$ cat src/design/pifht_pkg.sv
// Shared constants and control types for the point-in-figure hit test core.
package pifht_pkg;

   // Default configuration of the figure table and coordinate width.
   localparam int MAX_FIGURES_DEF = 32;
   localparam int COORD_BITS_DEF  = 20;

   // Fixed field widths.
   localparam int RADIUS_W = 19;
   localparam int KIND_W   = 2;
   localparam int POINT_W  = 16;
   localparam int FIGNUM_W = 6;

   // Request action codes.
   localparam logic ACTION_LOAD  = 1'b0;
   localparam logic ACTION_QUERY = 1'b1;

   // Figure kind codes; every other code is tested as a triangle.
   localparam logic [KIND_W-1:0] KIND_RECT   = 2'd0;
   localparam logic [KIND_W-1:0] KIND_CIRCLE = 2'd1;

   // Controller states.
   typedef enum logic {
      CTL_IDLE,
      CTL_WALK
   } ctl_state_type;

   // Commands from the controller to the datapath.
   typedef struct packed {
      logic load_we;
      logic query_start;
      logic issue_valid;
      logic issue_last;
      logic issue_empty;
   } ctl_cmd_type;

   // Status from the datapath to the controller.
   typedef struct packed {
      logic busy;
      logic adv;
   } dp_status_type;

endpackage

$ cat src/design/pifht_ctrl.sv
// Controller: request acceptance, figure count and the walk over the table.
module pifht_ctrl import pifht_pkg::*; #(
   parameter int MAX_FIGURES = MAX_FIGURES_DEF,
   parameter int AW = 5,
   parameter int CW = 6
) (
   input  logic                clock,
   input  logic                reset,
   input  logic                req_valid,
   output logic                req_stall,
   input  logic                req_action,
   input  dp_status_type       status,
   output ctl_cmd_type         cmd,
   output logic [AW-1:0]       wr_addr,
   output logic [AW-1:0]       rd_addr,
   output logic [FIGNUM_W-1:0] issue_fig
);

   ctl_state_type state_ff, state_in;
   logic [CW-1:0] count_ff, count_in;
   logic [AW-1:0] idx_ff, idx_in;
   logic          accept;

   // State and counters.
   always_ff @(posedge clock) begin
      if (reset) begin
         state_ff <= CTL_IDLE;
         count_ff <= '0;
         idx_ff   <= '0;
      end else begin
         state_ff <= state_in;
         count_ff <= count_in;
         idx_ff   <= idx_in;
      end
   end

   assign wr_addr   = count_ff[AW-1:0];
   assign rd_addr   = idx_ff;
   assign issue_fig = FIGNUM_W'(7'(idx_ff) + 7'd1);
   assign req_stall = (state_ff != CTL_IDLE) || status.busy;
   assign accept    = req_valid && !req_stall;

   // Next state and commands.
   always_comb begin
      state_in = state_ff;
      count_in = count_ff;
      idx_in   = idx_ff;
      cmd      = '0;
      case (state_ff)
         CTL_IDLE: begin
            if (accept && (req_action == ACTION_LOAD)) begin
               if (count_ff != CW'(MAX_FIGURES)) begin
                  cmd.load_we = 1'b1;
                  count_in    = count_ff + CW'(1);
               end
            end else if (accept) begin
               cmd.query_start = 1'b1;
               idx_in          = '0;
               state_in        = CTL_WALK;
            end
         end
         CTL_WALK: begin
            if (status.adv) begin
               cmd.issue_valid = 1'b1;
               if (count_ff == '0) begin
                  cmd.issue_empty = 1'b1;
                  cmd.issue_last  = 1'b1;
                  state_in        = CTL_IDLE;
               end else if (CW'(idx_ff) + CW'(1) == count_ff) begin
                  cmd.issue_last = 1'b1;
                  state_in       = CTL_IDLE;
               end else begin
                  idx_in = idx_ff + AW'(1);
               end
            end
         end
         default: state_in = CTL_IDLE;
      endcase
   end

endmodule

$ cat config.mk
export PLATFORM = sky130hd
export DESIGN_NAME = pifht_ctrl
export DESIGN_NICKNAME = d
export VERILOG_FILES = /design/src/design/pifht_pkg.sv /design/src/design/pifht_ctrl.sv
export SDC_FILE = /design/constraint.sdc
export NUM_CORES = 1
export LEC_CHECK = 0
export BUFFER_PORTS_ARGS = -buffer_cell sky130_fd_sc_hd__buf_4
export CAP_MARGIN = 20
export CORE_MARGIN = 2
export CORE_UTILIZATION = 35
export CTS_BUF_LIST = sky130_fd_sc_hd__clkbuf_4 sky130_fd_sc_hd__clkbuf_8 sky130_fd_sc_hd__clkbuf_16
export DETAILED_ROUTE_END_ITERATION = 8
export SETUP_SLACK_MARGIN = 0.02
export SLEW_MARGIN = 20
export SYNTH_ARGS = -nofsm -noshare
export SYNTH_HDL_FRONTEND = slang
export SYNTH_SLANG_ARGS = --single-unit
export TNS_END_PERCENT = 20
$ cat constraint.sdc
create_clock -name clock -period 2.2 [get_ports clock]
set_input_delay 0.44 -clock clock [delete_from_list [all_inputs] [get_ports clock]]
set_output_delay 0.44 -clock clock [all_outputs]
set_load 0.01 [all_outputs]
==> metrics.md <==
| Metric | Value |
|---|---|
| Outcome | `finished with violations` |
| Violated checks | `negative setup slack` |
| Vias in the first global route | `829` |
| Final HPWL DP | `1790 µm` |
| Slew headroom | `0.787` |
| Worst hold stages | `2` |
| Arrival @ worst endpoint | `1880 ps` |
| Startpoint types | `flop` |
| Clk Latency, worst-skew pair | `just under 300 ps` |
| Clock buffer count from CTS | `3` |
| Core area | `between 2000 and 3000 µm²` |
| Final setup fails | `1` |
| Die width | `56.1 µm` |
| Static leakage | `0.592 nW` |
| Multi-input gate area | `666 µm²` |
| Pin count of the biggest net entering global routing | `17` |
| Row count | `18` |
| Synthesized area per cell | `between 8 and 9 µm²` |
| DR pass1 iterations | `2` |
| Syn_nets | `roughly 120` |
| FMAX | `0.432 GHz` |
| Hold Path Class | `in -> reg` |
| Grt ovf | `0` |
| Drt drc | `0` |
| Post-Route Skew | `1.93 ps` |
| Fill cells | `242` |
| Clock sinks | `12` |
| RSZ-0062 raised after global routing | `yes` |
| Synth warn | `0` |
| Hold Fails Final Rpt | `0` |
| Final Hold Slack | `approximately 340 ps` |
| Setup tns final | `-116 ps` |
| Fin crit share | `1.05` |
| Share of layout cells above drive strength 1 | `0.469` |
| Commonest cells after routing, fill and taps aside | `buf_4 (41), nor2_1 (10), inv_1 (9), nand2_1 (9), dfxtp_1 (8)` |
| DIE AREA | `~3100 µm²` |
| CTS tree | `done` |
| Clock Tree Root | `clkbuf_4` |
| Initial DRC count | `7` |
| Global-route wire length before repair | `~3800 µm` |
| Ys flop type | `dfxtp_1` |
| Via/cell ratio | `between 5 and 6` |
| Post-DRT Antenna Nets | `0` |
| Global Route Usage Sum | `0.152` |
| Initial antenna violation count | `0` |
| Syn Std Cell Area | `948 µm²` |
| Sequential fraction of the synthesis area | `0.253` |
| Reg2Reg Depth | `8` |
| Pwr Density | `~360 nW/µm²` |
| FF/Latch Area | `250 µm²` |
| Asr flop ratio synth | `0` |
| Clock buffer depth | `2` |
| Routability cong. | `~0.82` |
| Final WS setup | `-116 ps` |
| Slew @ Worst Pin | `319 ps` |
| Crit path max fanout | `5` |
| Synth-to-Final Area Change | `40.4%` |
| Synth cell types | `43` |
| Crit Path Category | `reg -> out` |
| Nets | `153` |
| Commonest non-fill, non-tap cell in the layout | `buf_4` |
| Die Y | `56.1 µm` |
| Boundary Pins | `28` |
| Clock-pin slew on the worst setup and hold paths | `90 ps` |
| VDD IR max | `between 0.0002 and 0.0003 V` |
| EDFF count, synth | `0` |
| Post-Synthesis Cells | `110` |
| Buffers on Ports | `27` |
| H-tree depth | `1` |
| Yosys reg bits | `12` |
| Total wire length | `2350 µm` |
| Ant diodes | `0` |
| Max cap viols | `0` |
| Fin crit period | `between 2000 and 2500 ps` |
| Via Count | `888` |
| Crit end category | `output pin` |
| Critical path required time | `1760 ps` |
| Final Slew Violations | `0` |
| Drt wl/cell | `approximately 14 µm` |
| Initial Utilization | `0.376` |
-- cell type report --
cell class                      instances  area share
Clock buffer                            4      0.0273
Inverter                                9      0.0254
Multi-Input combinational cell         77       0.500
Sequential cell                        12       0.188
Tap cell                               30      0.0282
Timing Repair Buffer                   41       0.231
-- worst paths after layout --
| kind | from | endpoint | slack, ps |
|---|---|---|---|
| worst max-delay path | rd_addr[0] | cmd[1] | -120 |
| worst min-delay path | status[0] | state_ff | 340 |
| worst max register to register | rd_addr[0] | rd_addr[0] | 230 |
| worst min register to register | rd_addr[0] | rd_addr[0] | 540 |
-- flip-flops by register name, summed over array words and instances, names as in the netlist --
signal / cells
state_ff: 1
rd_addr: 5
count_ff: 6
-- logic make-up after synthesis --
logic type,after synthesis,share of synthesized area
and+or+nand+nor,40,0.248
AOI/OAI and AO/OA,23,0.214
buffers and inverters,21,0.128
DFF,12,0.253
xor gates and xnor gates,11,0.117
adders and majority gates,3,0.0396
-- per-layer routing --
layer / share of wire / global-route usage
met1: 0.45 / 0.199
met2: 0.50 / 0.249
met3: 0.032 / 0.0233
met4: 0.017 / 0.0612
met5: 0 / 0
-- power by group --
part | internal, mW | total [mW] | switching (mW)
clock network | 0.101 | 0.189 | 0.0877
logic | 0.0312 | 0.0663 | 0.0351
registers | 0.217 | 0.221 | 0.00419
total | 0.349 | 0.476 | 0.127
-- Yosys cell counts (2+ instances only) --
master | number | area, µm²
inv_1 | 9 | 33.8
ha_1 | 3 | 37.5
nor2_1 | 10 | 37.5
o21ai_0 | 2 | 10.0
a32o_1 | 2 | 20.0
xnor2_1 | 6 | 52.6
a21oi_1 | 4 | 20.0
nor4b_1 | 2 | 17.5
o211ai_1 | 3 | 22.5
a31oi_1 | 2 | 12.5
buf_6 | 2 | 22.5
dfxtp_1 | 12 | 240
nor3_1 | 2 | 10.0
and3_1 | 3 | 18.8
nand2_1 | 9 | 33.8
nand3_1 | 3 | 15.0
xor2_1 | 4 | 35.0
buf_4 | 7 | 52.6
-- what timing repair did --
action | 4_1_cts | 5_1_grt
pin swaps | 7 | 0
gates resized for setup | 11 | 2
hold buffers | 0 | 0
setup endpoints to repair | 1 | 4
cloned | 0 | 0
endpoints found under the hold margin | 0 | 0
buffers inserted | 4 | 0
-- stage by stage --
step | total power [mW] | util | std cells | worst slack, ps | cell area, µm²
after detailed placement | 0.289 | 0.474 | 165 | 138 | 1190
after floorplan | 0.266 | - | 110 | 38.4 | 967
after global routing | 0.496 | 0.528 | 173 | -167 | 1330
after CTS | 0.472 | 0.521 | 173 | -62.2 | 1320
after global placement | 0.287 | 0.474 | 165 | 167 | 1190
final | 0.476 | 0.528 | 173 | -116 | 1330
-- worst max-delay path: stages (launching register included) --
cell and delay (ps):
dfxtp_4 370, ha_4 180, xor2_4 150, a211oi_2 240, o211ai_1 130, or2_1 260
a21oi_2 120, buf_4 130
(Power assumes the default switching activity.)
